### src/rtl/bprl_ram.sv
// Generic single-port-write, single-read RAM with registered read.
// No dependencies.
module bprl_ram #(
    parameter int WIDTH = 8,
    parameter int DEPTH = 16
) (
    input  logic                     clk,
    input  logic                     we,
    input  logic [$clog2(DEPTH)-1:0] waddr,
    input  logic [WIDTH-1:0]         wdata,
    input  logic [$clog2(DEPTH)-1:0] raddr,
    output logic [WIDTH-1:0]         rdata
);
    logic [WIDTH-1:0] mem [DEPTH];

    always_ff @(posedge clk)
    begin
        if (we)
        begin
            mem[waddr] <= wdata;
        end
        rdata <= mem[raddr];
    end
endmodule

### config.mk
export PLATFORM = sky130hd
export DESIGN_NAME = bprl_ram
export DESIGN_NICKNAME = d
export VERILOG_FILES = /design/src/rtl/bprl_ram.sv
export SDC_FILE = /design/constraint.sdc
export NUM_CORES = 1
export LEC_CHECK = 0
export BUFFER_PORTS_ARGS = -buffer_cell sky130_fd_sc_hd__buf_2
export CAP_MARGIN = 20
export CORE_MARGIN = 5
export CORE_UTILIZATION = 50
export CTS_BUF_LIST = sky130_fd_sc_hd__clkbuf_8 sky130_fd_sc_hd__clkbuf_16
export CTS_CLUSTER_DIAMETER = 40
export CTS_CLUSTER_SIZE = 20
export DETAILED_ROUTE_END_ITERATION = 10
export PLACE_DENSITY = 0.73
export SLEW_MARGIN = 0
export SYNTH_ARGS = -nofsm -noshare
export SYNTH_HDL_FRONTEND = slang
export SYNTH_SLANG_ARGS = --single-unit
### constraint.sdc
create_clock -name clk -period 3.4 [get_ports clk]
set_clock_uncertainty 0.1 [all_clocks]
set_input_delay 1.02 -clock clk [delete_from_list [all_inputs] [get_ports clk]]
set_output_delay 1.02 -clock clk [all_outputs]
set_load 0.01 [all_outputs]
==> impl_metrics.env, run 1 <==
export IMPL_outcome="finished clean"
export IMPL_die_area_mm2=0.01242
export IMPL_cp_required_ns=3.44
export IMPL_routed_wl_um=9782
export IMPL_place_port_buffers=25
export IMPL_synth_top_family_by_area="multiplexers"
export IMPL_yosysTopAreaCellShare_pct=74.67
export IMPL_synthMuxAreaShare_pct=15.02
export IMPL_vdd_drop_max_mv=0.3387
export IMPL_numCtsBuffers=17
export IMPL_syn_nets=247
export IMPL_hold_ws_ns=0.5760
export IMPL_drt_iter0_drc=195
export IMPL_rows=37
export IMPL_grt_pass1_vias=2681
export IMPL_setup_slack_ns=1.166
export IMPL_crit_path_end_kind="flop"
export IMPL_grt_pass1_wl_um=15490
export IMPL_clk_path_buf_depth=2
export IMPL_h_tree_depth=4
export IMPL_clock_sinks=136
export IMPL_synth_seq_area_share_pct=77.78
export IMPL_post_synth_top_area_cell="edfxtp_1"
export IMPL_finish_utilization_pct=60.33
export IMPL_power_density_mw_per_mm2=658.1
export IMPL_hold_viol=0
export IMPL_synthFlopType="edfxtp_1"
export IMPL_netlist_top_cells_count="edfxtp_1 (128), mux4_2 (18), a22oi_1 (16)"
export IMPL_globalplace_congestion=0.7965
export IMPL_critical_path_max_stage_delay_ns=0.62
export IMPL_dp_slack_ns=0.6256
export IMPL_vias=2492
export IMPL_insertedDiodeCount=0
export IMPL_crit_fanout=8
export IMPL_area_delta_synth_final_pct=19.37
export IMPL_slew_viol_final=0
export IMPL_path_cells="buf_2 -> or3b_2 -> nor2_1"
export IMPL_initial_utilization_pct=50.54
export IMPL_avgSynthCellArea_um2=22.48
export IMPL_cts_resized=0
export IMPL_synthCells=229
export IMPL_min_period_over_period_pct=65.70
export IMPL_clk_pin_slew_worst_paths_ns=0.06
export IMPL_hold_buffers=0
export IMPL_ys_ff_latch=136
export IMPL_clock_fmax_mhz=447.7
export IMPL_post_synth_top_count_cell="edfxtp_1"
export IMPL_clock_latency_ns=0.52
export IMPL_power_leakage_nw=2.107
export IMPL_via_per_inst=5.809
export IMPL_worst_setup_path_start_kind="input port"
export IMPL_dpl_hpwl_um=5993
export IMPL_grt_usage_pct=17.26
export IMPL_wire_per_inst_um=22.80
export IMPL_yosys_area_share_xor_xnor_pct=0
export IMPL_cts_tree="yes"
export IMPL_postRouteAntennaNets=0
export IMPL_antenna_found_initial=0
export IMPL_synth_compound_area_share_pct=2.333
export IMPL_synth_adder_area_share_pct=0
export IMPL_synth_simple_gate_area_share_pct=3.184
export IMPL_crit_type="input port to flop"
export IMPL_arrival_ns=2.27
export IMPL_tightestPinTransition_ns=0.7813
export IMPL_worst_slew_margin_rel_pct=47.72
export IMPL_rsz0062_at_grt="no"
export IMPL_io_pins=26
export IMPL_grt_start_max_net_pins=33
export IMPL_core_area_mm2=0.01018
export IMPL_max_cap_violations=0
export IMPL_hold_path_class="flop to flop"
export IMPL_crit_slowest_cell="nor2_1"
export IMPL_overflow=0
export IMPL_synthArstFlopShare_pct=0
export IMPL_clock_root_buffer="clkbuf_8"
export IMPL_setup_viol=0
export IMPL_dieWidth_um=111.5
export IMPL_synth_area_mm2=0.005147
export IMPL_die_h_um=111.5
export IMPL_nets=298
export IMPL_cts_setup_buffers=0
export IMPL_post_route_drc_count=0
export IMPL_synth_edf_count=128
export IMPL_min_period_ns=2.234
export IMPL_dpl_cell_area_mm2=0.005497
export IMPL_drt_first_pass_iters=5
export IMPL_tns_ns=0
export IMPL_final_layout_size_suffix_gt1_share_pct=30.72
export IMPL_stdcell_area_mm2=0.006145
export IMPL_synth_top_cells_by_area="edfxtp_1 (75%), mux4_2 (7.9%), mux4_1 (7.1%)"
export IMPL_netlist_cell_type_count=19
export IMPL_yosysWarningCount=0
[sequential cells by signal, summed over array words and instances (netlist names)]
name / count
rdata: 8
mem: 128
[path summary, 6_finish.rpt]
| check | cells past startpoint | endpoint | startpoint | slack [ns] |
|---|---|---|---|---|
| max | 3 | mem[3][0] | waddr[2] | 1.17 |
| min | 3 | rdata[2] | mem[14][2] | 0.58 |
| max reg2reg | 3 | rdata[6] | mem[3][6] | 1.91 |
| min reg2reg | 3 | rdata[2] | mem[14][2] | 0.58 |
[final cells by class]
| type | count | area (um2) |
|---|---|---|
| Tap cell | 136 | 170.2 |
| Fill cell | 714 | 4040 |
| Timing Repair Buffer | 42 | 265.3 |
| Multi-Input combinational cell | 83 | 1057 |
| Clock buffer | 17 | 414.1 |
| Sequential cell | 136 | 4004 |
| Clock inverter | 15 | 234.0 |
[kinds of logic after synthesis]
kind of cell           count (synthesis)
AOI/OAI and AO/OA                     16
buffers and inverters                 10
DFF                                  136
muxes                                 32
and+or+nand+nor                       35
[worst max-delay path: cells and delay by family]
kind,cells,cell delay (ns)
buf+inv,1,0.11
simple gates,2,1.14
[power breakdown]
group,internal (mW),switching [mW]
Combinational,0.0730,0.101
Sequential,1.87,0.0115
Clock,1.33,0.654
Total,3.28,0.766
[routing by layer]
layer / vias to the layer above / wire (um) / GRT usage, %
li1: 1075 / - / -
met1: 1275 / 4045 / 23.27
met2: 124 / 4713 / 26.10
met3: 18 / 807 / 5.326
met4: 0 / 216 / 7.867
met5: - / 0 / 0
[layout by cell type (no fill, tap or decap), drive strengths merged]
master | synthesis | final
clkbuf | 0 | 17
a22oi | 16 | 16
inv | 0 | 3
nand2 | 9 | 9
clkinvlp | 0 | 2
nand3b | 2 | 2
and2b | 1 | 1
buf | 7 | 42
and2 | 1 | 1
clkinv | 0 | 4
dfxtp | 8 | 8
bufinv | 0 | 6
nor2 | 13 | 13
or3b | 1 | 1
nand2b | 2 | 2
nor3 | 4 | 4
nor2b | 1 | 1
nand3 | 1 | 1
mux4 | 32 | 32
edfxtp | 128 | 128
[through the flow]
stage,power [mW],instances
CTS,4.069,429
detailed placement,2.096,397
finish,4.044,429
global route,4.166,429
floorplan,2.018,229
global placement,2.088,397
Note: power is estimated with default switching activity, not from simulation.
==> run 2: changes to the inputs <==
--- a/config.mk
+++ b/config.mk
@@ -5,6 +5,7 @@
 export SDC_FILE = /design/constraint.sdc
 export NUM_CORES = 1
 export LEC_CHECK = 0
+export ABC_AREA = 1
 export BUFFER_PORTS_ARGS = -buffer_cell sky130_fd_sc_hd__buf_2
 export CAP_MARGIN = 20
 export CORE_MARGIN = 5
@@ -13,7 +14,7 @@
 export CTS_CLUSTER_DIAMETER = 40
 export CTS_CLUSTER_SIZE = 20
 export DETAILED_ROUTE_END_ITERATION = 10
-export PLACE_DENSITY = 0.73
+export PLACE_DENSITY = 0.76
 export SLEW_MARGIN = 0
 export SYNTH_ARGS = -nofsm -noshare
 export SYNTH_HDL_FRONTEND = slang
==> constraint.sdc (replaced) <==
create_clock -name clk -period 2.05 [get_ports clk]
set_clock_uncertainty 0.1 [all_clocks]
set_input_delay 0.615 -clock clk [delete_from_list [all_inputs] [get_ports clk]]
set_output_delay 0.615 -clock clk [all_outputs]
set_load 0.01 [all_outputs]
==> run 2 against run 1 <==
Against the previous run:
- sequential share of layout area shrank 4.7 points
- cell area grew 7.7%
- via count grew 59%
- worst hold slack lost 0.12 ns
- global-route usage grew 1.7 points
- synthesized area grew 12%
- die area grew 11%
- first-iteration DRC count grew 110%
- worst setup slack lost 0.77 ns
- sequential cell count is the same
==> impl_metrics.env, run 2 <==
export IMPL_tightestPinTransition_ns=0.6272
export IMPL_reg_largest_list="mem: 128 flops, rdata: 8 flops"
export IMPL_p_total_mw=6.246
export IMPL_yosysWarningCount=0
export IMPL_path_cells="buf_2"
export IMPL_dpl_cell_area_mm2=0.006082
export IMPL_outcome="finished clean"
export IMPL_critical_path_max_stage_delay_ns=0.37
export IMPL_rsz0062_at_grt="no"
export IMPL_clock_fmax_mhz=605.0
export IMPL_final_layout_size_suffix_gt1_share_pct=12.73
export IMPL_regMostFlops="mem"
export IMPL_busiest_layer="met2"
export IMPL_core_area_mm2=0.01137
export IMPL_io_pins=26
export IMPL_max_cap_violations=0
export IMPL_synth_top_cells_by_area="edfxtp_1 (67%), nand2_1 (11%), nand3_1 (8.4%)"
export IMPL_cp_top_family="flip-flops"
export IMPL_avgSynthCellArea_um2=10.47
export IMPL_post_synth_top_count_cell="nand2_1"
export IMPL_drt_first_pass_iters=5
export IMPL_vias=3961
export IMPL_netlist_cell_type_count=12
export IMPL_final_cells=748
export IMPL_crit_slowest_cell="dfxtp_1"
export IMPL_worst_setup_path_start_kind="flop"
export IMPL_place_port_buffers=25
export IMPL_dieWidth_um=117.4
export IMPL_ys_ff_latch=136
export IMPL_synthArstFlopShare_pct=0
export IMPL_hold_buffers=0
export IMPL_clk_pin_slew_worst_paths_ns=0.06
export IMPL_clk_path_buf_depth=2
export IMPL_hold_path_class="input port to flop"
export IMPL_tns_ns=0
export IMPL_setup_viol=0
export IMPL_grt_pass1_wl_um=20020
export IMPL_nets=611
export IMPL_wire_per_inst_um=17.04
export IMPL_mostFrequentLayoutCell="nand2_1"
export IMPL_post_route_drc_count=0
export IMPL_synth_seq_area_share_pct=69.43
export IMPL_netlist_top_cells_count="nand2_1 (173), edfxtp_1 (128), inv_1 (100)"
export IMPL_min_period_ns=1.653
export IMPL_drt_iter0_drc=415
export IMPL_synthCells=551
export IMPL_post_synth_top_area_cell="edfxtp_1"
export IMPL_globalplace_congestion=0.8885
export IMPL_synth_area_mm2=0.005767
export IMPL_vdd_drop_max_mv=0.6830
export IMPL_cts_resized=0
export IMPL_mostFrequentLayoutCells="nand2_1 (173), edfxtp_1 (128), inv_1 (100)"
export IMPL_setup_slack_ns=0.3970
export IMPL_routed_wl_um=12750
export IMPL_crit_buf_inv=1
export IMPL_dp_cells=717
export IMPL_met2_usage_pct=28.68
export IMPL_overflow=0
export IMPL_yosysTopAreaCellShare_pct=66.65
export IMPL_grtUsageMet1_pct=26.34
export IMPL_largest_register_ffs=128
export IMPL_power_density_mw_per_mm2=943.7
export IMPL_crit_type="flop to output pin"
export IMPL_hold_viol=0
export IMPL_clock_sinks=136
export IMPL_die_area_mm2=0.01378
export IMPL_slew_viol_final=0
export IMPL_syn_nets=569
export IMPL_h_tree_depth=4
export IMPL_min_period_over_period_pct=80.63
export IMPL_arrival_ns=0.94
export IMPL_grt_use_met3_pct=3.898
export IMPL_antenna_found_initial=0
export IMPL_grt_pass1_vias=3826
export IMPL_power_leakage_nw=2.896
export IMPL_die_h_um=117.4
export IMPL_area_delta_synth_final_pct=14.78
export IMPL_grt_start_max_net_pins=33
export IMPL_initial_utilization_pct=50.72
export IMPL_postRouteAntennaNets=0
export IMPL_crit_fanout=1
export IMPL_worst_slew_margin_rel_pct=58.14
export IMPL_clock_latency_ns=0.42
export IMPL_stdcell_area_mm2=0.006619
export IMPL_crit_path_end_kind="output pin"
export IMPL_rows=39
export IMPL_synth_edf_count=128
export IMPL_clock_root_buffer="clkbuf_16"
export IMPL_cts_tree="yes"
export IMPL_dpl_hpwl_um=7859
export IMPL_grt_usage_pct=18.93
export IMPL_cts_setup_buffers=0
export IMPL_dp_slack_ns=0.2163
export IMPL_via_per_inst=5.295
export IMPL_cp_required_ns=1.33
export IMPL_insertedDiodeCount=0
export IMPL_numCtsBuffers=17
export IMPL_synthFlopType="edfxtp_1"
## run 2: per-stage QoR
stage	utilization (%)	hold slack [ns]
after floorplan	-	0.5074
final	58.21	0.4546
after global placement	53.49	0.5576
after CTS	58.21	0.4424
after global routing	58.21	0.4644
after detailed placement	53.49	0.5637
## run 2: worst reg2reg max path: stages, from the launching register on
cell and delay [ns]:
edfxtp_1 0.36, inv_1 0.06, nand2_1 0.04, nand3_1 0.10, nand3_1 0.14, nand3_1 0.14
nand2_1 0.07
## run 2: layout make-up
class,count,area [um2]
Fill cell,915,4751
Sequential cell,136,4004
Multi-Input combinational cell,289,1214
Clock buffer,17,425.4
Inverter,102,382.9
Timing Repair Buffer,47,302.8
Tap cell,143,178.9
Clock inverter,14,111.4
## run 2: cell families (layout without fill, tap and decap cells)
kind of cell,count (synthesis),count (layout),synth area share [%]
simple gates,289,289,21.05
flops,136,136,69.43
buf+inv,126,180,9.525
## run 2: worst paths after layout
path                                  from       end  slack, ns  depth (start not counted)
worst min register to register   mem[6][2]  rdata[2]       0.59                          6
worst max-delay path              rdata[4]  rdata[4]       0.40                          1
worst max register to register  mem[15][5]  rdata[5]       0.94                          6
worst min-delay path              raddr[3]  rdata[6]       0.45                          3
## run 2: power breakdown
| part | total, mW | switching [mW] | internal [mW] |
|---|---|---|---|
| logic | 0.386 | 0.274 | 0.112 |
| clock network | 2.73 | 1.09 | 1.64 |
| registers | 3.13 | 0.0215 | 3.11 |
## run 2: metal layers
layer	vias up	part of all wire, %
li1	1857	-
met2	215	47
met5	-	0
met1	1864	42
met4	0	2.3
met3	25	9.2
==> run 3: changes to the inputs <==
--- a/config.mk
+++ b/config.mk
@@ -5,7 +5,7 @@
 export SDC_FILE = /design/constraint.sdc
 export NUM_CORES = 1
 export LEC_CHECK = 0
-export ABC_AREA = 1
+export ABC_AREA = 0
 export BUFFER_PORTS_ARGS = -buffer_cell sky130_fd_sc_hd__buf_2
 export CAP_MARGIN = 20
 export CORE_MARGIN = 5
@@ -14,7 +14,7 @@
 export CTS_CLUSTER_DIAMETER = 40
 export CTS_CLUSTER_SIZE = 20
 export DETAILED_ROUTE_END_ITERATION = 10
-export PLACE_DENSITY = 0.76
+export PLACE_DENSITY = 0.73
 export SLEW_MARGIN = 0
 export SYNTH_ARGS = -nofsm -noshare
 export SYNTH_HDL_FRONTEND = slang
==> constraint.sdc (replaced) <==
create_clock -name clk -period 1.56 [get_ports clk]
set_clock_uncertainty 0.1 [all_clocks]
set_input_delay 0.468 -clock clk [delete_from_list [all_inputs] [get_ports clk]]
set_output_delay 0.468 -clock clk [all_outputs]
set_load 0.01 [all_outputs]
==> run 3 against run 2 <==
Against the previous run:
- clock power grew 52%
- sequential cell count is the same
- non-clock buffer count grew 11
- die area shrank 9.8%
- first-iteration DRC count shrank 34%
- sequential power grew 32%
- register-to-register slack lost 0.81 ns
- worst hold slack lost 0.22 ns
- critical path type unchanged
- critical endpoint is now rdata[3]
==> impl_metrics.env, run 3 (same netlist as run 1, synthesis figures left out) <==
export IMPL_stdcell_area_mm2=0.006401
export IMPL_power_density_mw_per_mm2=1365
export IMPL_p_comb_share_pct=5.3
export IMPL_hold_path_class="input port to flop"
export IMPL_setup_viol=0
export IMPL_cp_required_ns=0.99
export IMPL_postRouteAntennaNets=0
export IMPL_place_port_buffers=25
export IMPL_critical_path_max_stage_delay_ns=0.35
export IMPL_crit_type="flop to output pin"
export IMPL_reg2regPathDepth=3
export IMPL_clk_pin_slew_worst_paths_ns=0.06
export IMPL_hold_viol=0
export IMPL_clk_path_buf_depth=2
export IMPL_max_cap_violations=0
export IMPL_die_h_um=111.5
export IMPL_worst_setup_path_start_kind="flop"
export IMPL_largest_register_ffs=128
export IMPL_crit_fanout=1
export IMPL_arrival_ns=0.97
export IMPL_r2r_end="rdata[5]"
export IMPL_crit_slowest_cell="dfxtp_4"
export IMPL_grt_pass1_wl_um=16570
export IMPL_insertedDiodeCount=0
export IMPL_wire_per_inst_um=23.75
export IMPL_post_route_drc_count=0
export IMPL_antenna_found_initial=0
export IMPL_seq_power_share_pct=47.1
export IMPL_busiest_layer="met2"
export IMPL_dieWidth_um=111.5
export IMPL_vias=2495
export IMPL_p_switching_mw=1.697
export IMPL_overflow=0
export IMPL_initial_utilization_pct=50.54
export IMPL_dpl_hpwl_um=6728
export IMPL_swShare_pct=19.41
export IMPL_clock_fmax_mhz=648.2
export IMPL_dpl_cell_area_mm2=0.005744
export IMPL_path_cells="buf_6"
export IMPL_via_per_inst=5.607
export IMPL_met2_usage_pct=29.55
export IMPL_power_leakage_nw=2.174
export IMPL_cp_top_family="flip-flops"
export IMPL_reg_largest_list="mem: 128 flops, rdata: 8 flops"
export IMPL_routed_wl_um=10570
export IMPL_nets=314
export IMPL_worst_slew_margin_rel_pct=44.67
export IMPL_hold_end="mem[0][1]"
export IMPL_rsz0062_at_grt="yes"
export IMPL_area_delta_synth_final_pct=24.36
export IMPL_r2r_slack_ns=0.13
export IMPL_vdd_drop_max_mv=0.6196
export IMPL_regMostFlops="mem"
export IMPL_mostFrequentLayoutCell="edfxtp_1"
export IMPL_io_pins=26
export IMPL_cts_tree="yes"
export IMPL_numCtsBuffers=17
export IMPL_clock_sinks=136
export IMPL_internal_power_mw=7.043
export IMPL_grt_use_met3_pct=4.783
export IMPL_timing_rr_start="mem[10][5]"
export IMPL_grtUsageMet1_pct=25.05
export IMPL_p_total_mw=8.739
export IMPL_cts_setup_buffers=0
export IMPL_crit_buf_inv=1
export IMPL_grt_usage_pct=18.48
export IMPL_nFillCells=679
export IMPL_power_frac_clock_pct=47.6
export IMPL_h_tree_depth=4
export IMPL_outcome="finished clean"
export IMPL_final_layout_size_suffix_gt1_share_pct=43.04
export IMPL_clock_root_buffer="clkbuf_8"
export IMPL_hold_buffers=0
export IMPL_die_area_mm2=0.01242
export IMPL_grt_pass1_vias=2765
export IMPL_globalplace_congestion=0.7391
export IMPL_min_period_ns=1.543
export IMPL_drt_iter0_drc=275
export IMPL_core_area_mm2=0.01018
export IMPL_rows=37
export IMPL_holdPathStages=1
export IMPL_min_period_over_period_pct=98.90
export IMPL_dp_slack_ns=-0.4511
export IMPL_clock_latency_ns=0.51
export IMPL_crit_path_end_kind="output pin"
export IMPL_hp_start="wdata[1]"
export IMPL_drt_first_pass_iters=4
export IMPL_slew_viol_final=0
export IMPL_setup_slack_ns=0.01716
export IMPL_grt_start_max_net_pins=18
export IMPL_mostFrequentLayoutCells="edfxtp_1 (128), mux4_2 (31), buf_2 (22), buf_4 (22), clkbuf_16 (16)"
export IMPL_tightestPinTransition_ns=0.8269
## run 3: changes by cell type in the layout (fill, tap and decap cells not counted), sizes merged, moves of 2 or more
cell / delta
bufinv: +4
clkinv: -4
nand2: -164
nor2: -4
inv: -101
buf: +11
nor3: +4
a22oi: +16
nand2b: +2
nand3: -96
mux4: +32
## run 3: how the worst max path moves through the flow
| stage | start | end | slack [ns] | depth (start not counted) |
|---|---|---|---|---|
| 6_report | rdata[3] | rdata[3] | 0.02 | 1 |
| 5_1_grt | rdata[3] | rdata[3] | -0.02 | 1 |
| 4_1_cts | rdata[3] | rdata[3] | -0.01 | 1 |
| 3_5_place_dp | raddr[0] | rdata[6] | -0.45 | 5 |
| 3_3_place_gp | raddr[0] | rdata[6] | -0.43 | 5 |
| 2_1_floorplan | waddr[2] | mem[0][0] | -0.14 | 2 |
## run 3: metrics by stage
| step | std cells | hold WS (ns) | util [%] | TNS, ns |
|---|---|---|---|---|
| 6_report | 445 | 0.2383 | 62.85 | 0 |
| 5_1_grt | 445 | 0.2245 | 62.85 | -0.02254 |
| 4_1_cts | 445 | 0.2173 | 62.63 | -0.01380 |
| 3_5_place_dp | 413 | 0.5697 | 56.40 | -21.09 |
| 3_3_place_gp | 413 | 0.5540 | 56.40 | -18.50 |
| 2_1_floorplan | 229 | 0.4669 | - | -1.669 |
## run 3: power groups by stage
stage / clock, mW / sequential (mW) / combinational [mW]
finish: 4.16 / 4.12 / 0.463
global placement: 0 / 4.18 / 0.441
CTS: 4.22 / 4.12 / 0.461
detailed placement: 0 / 4.19 / 0.456
floorplan: 0 / 4.19 / 0.233
global route: 4.40 / 4.13 / 0.502
## run 3: routing by layer
metal | part of all wire [%] | wire, um
met1 | 39 | 4143
met2 | 52 | 5455
met3 | 8.2 | 865
met4 | 0.97 | 102
met5 | 0 | 0
## run 3: final cells by class
type                            instances  area (um2)  share of cell area [%]
Clock inverter                         15       209.0                   3.264
Clock buffer                           17       414.1                   6.470
Sequential cell                       136        4014                   62.71
Multi-Input combinational cell         83        1065                   16.63
Timing Repair Buffer                   58       529.3                   8.268
Tap cell                              136       170.2                   2.658
## run 3: repair_timing
item | 4_1_cts | 5_1_grt
hold endpoints to repair | 0 | 0
endpoints found under the setup margin | 4 | 6
resized for setup | 5 | 6
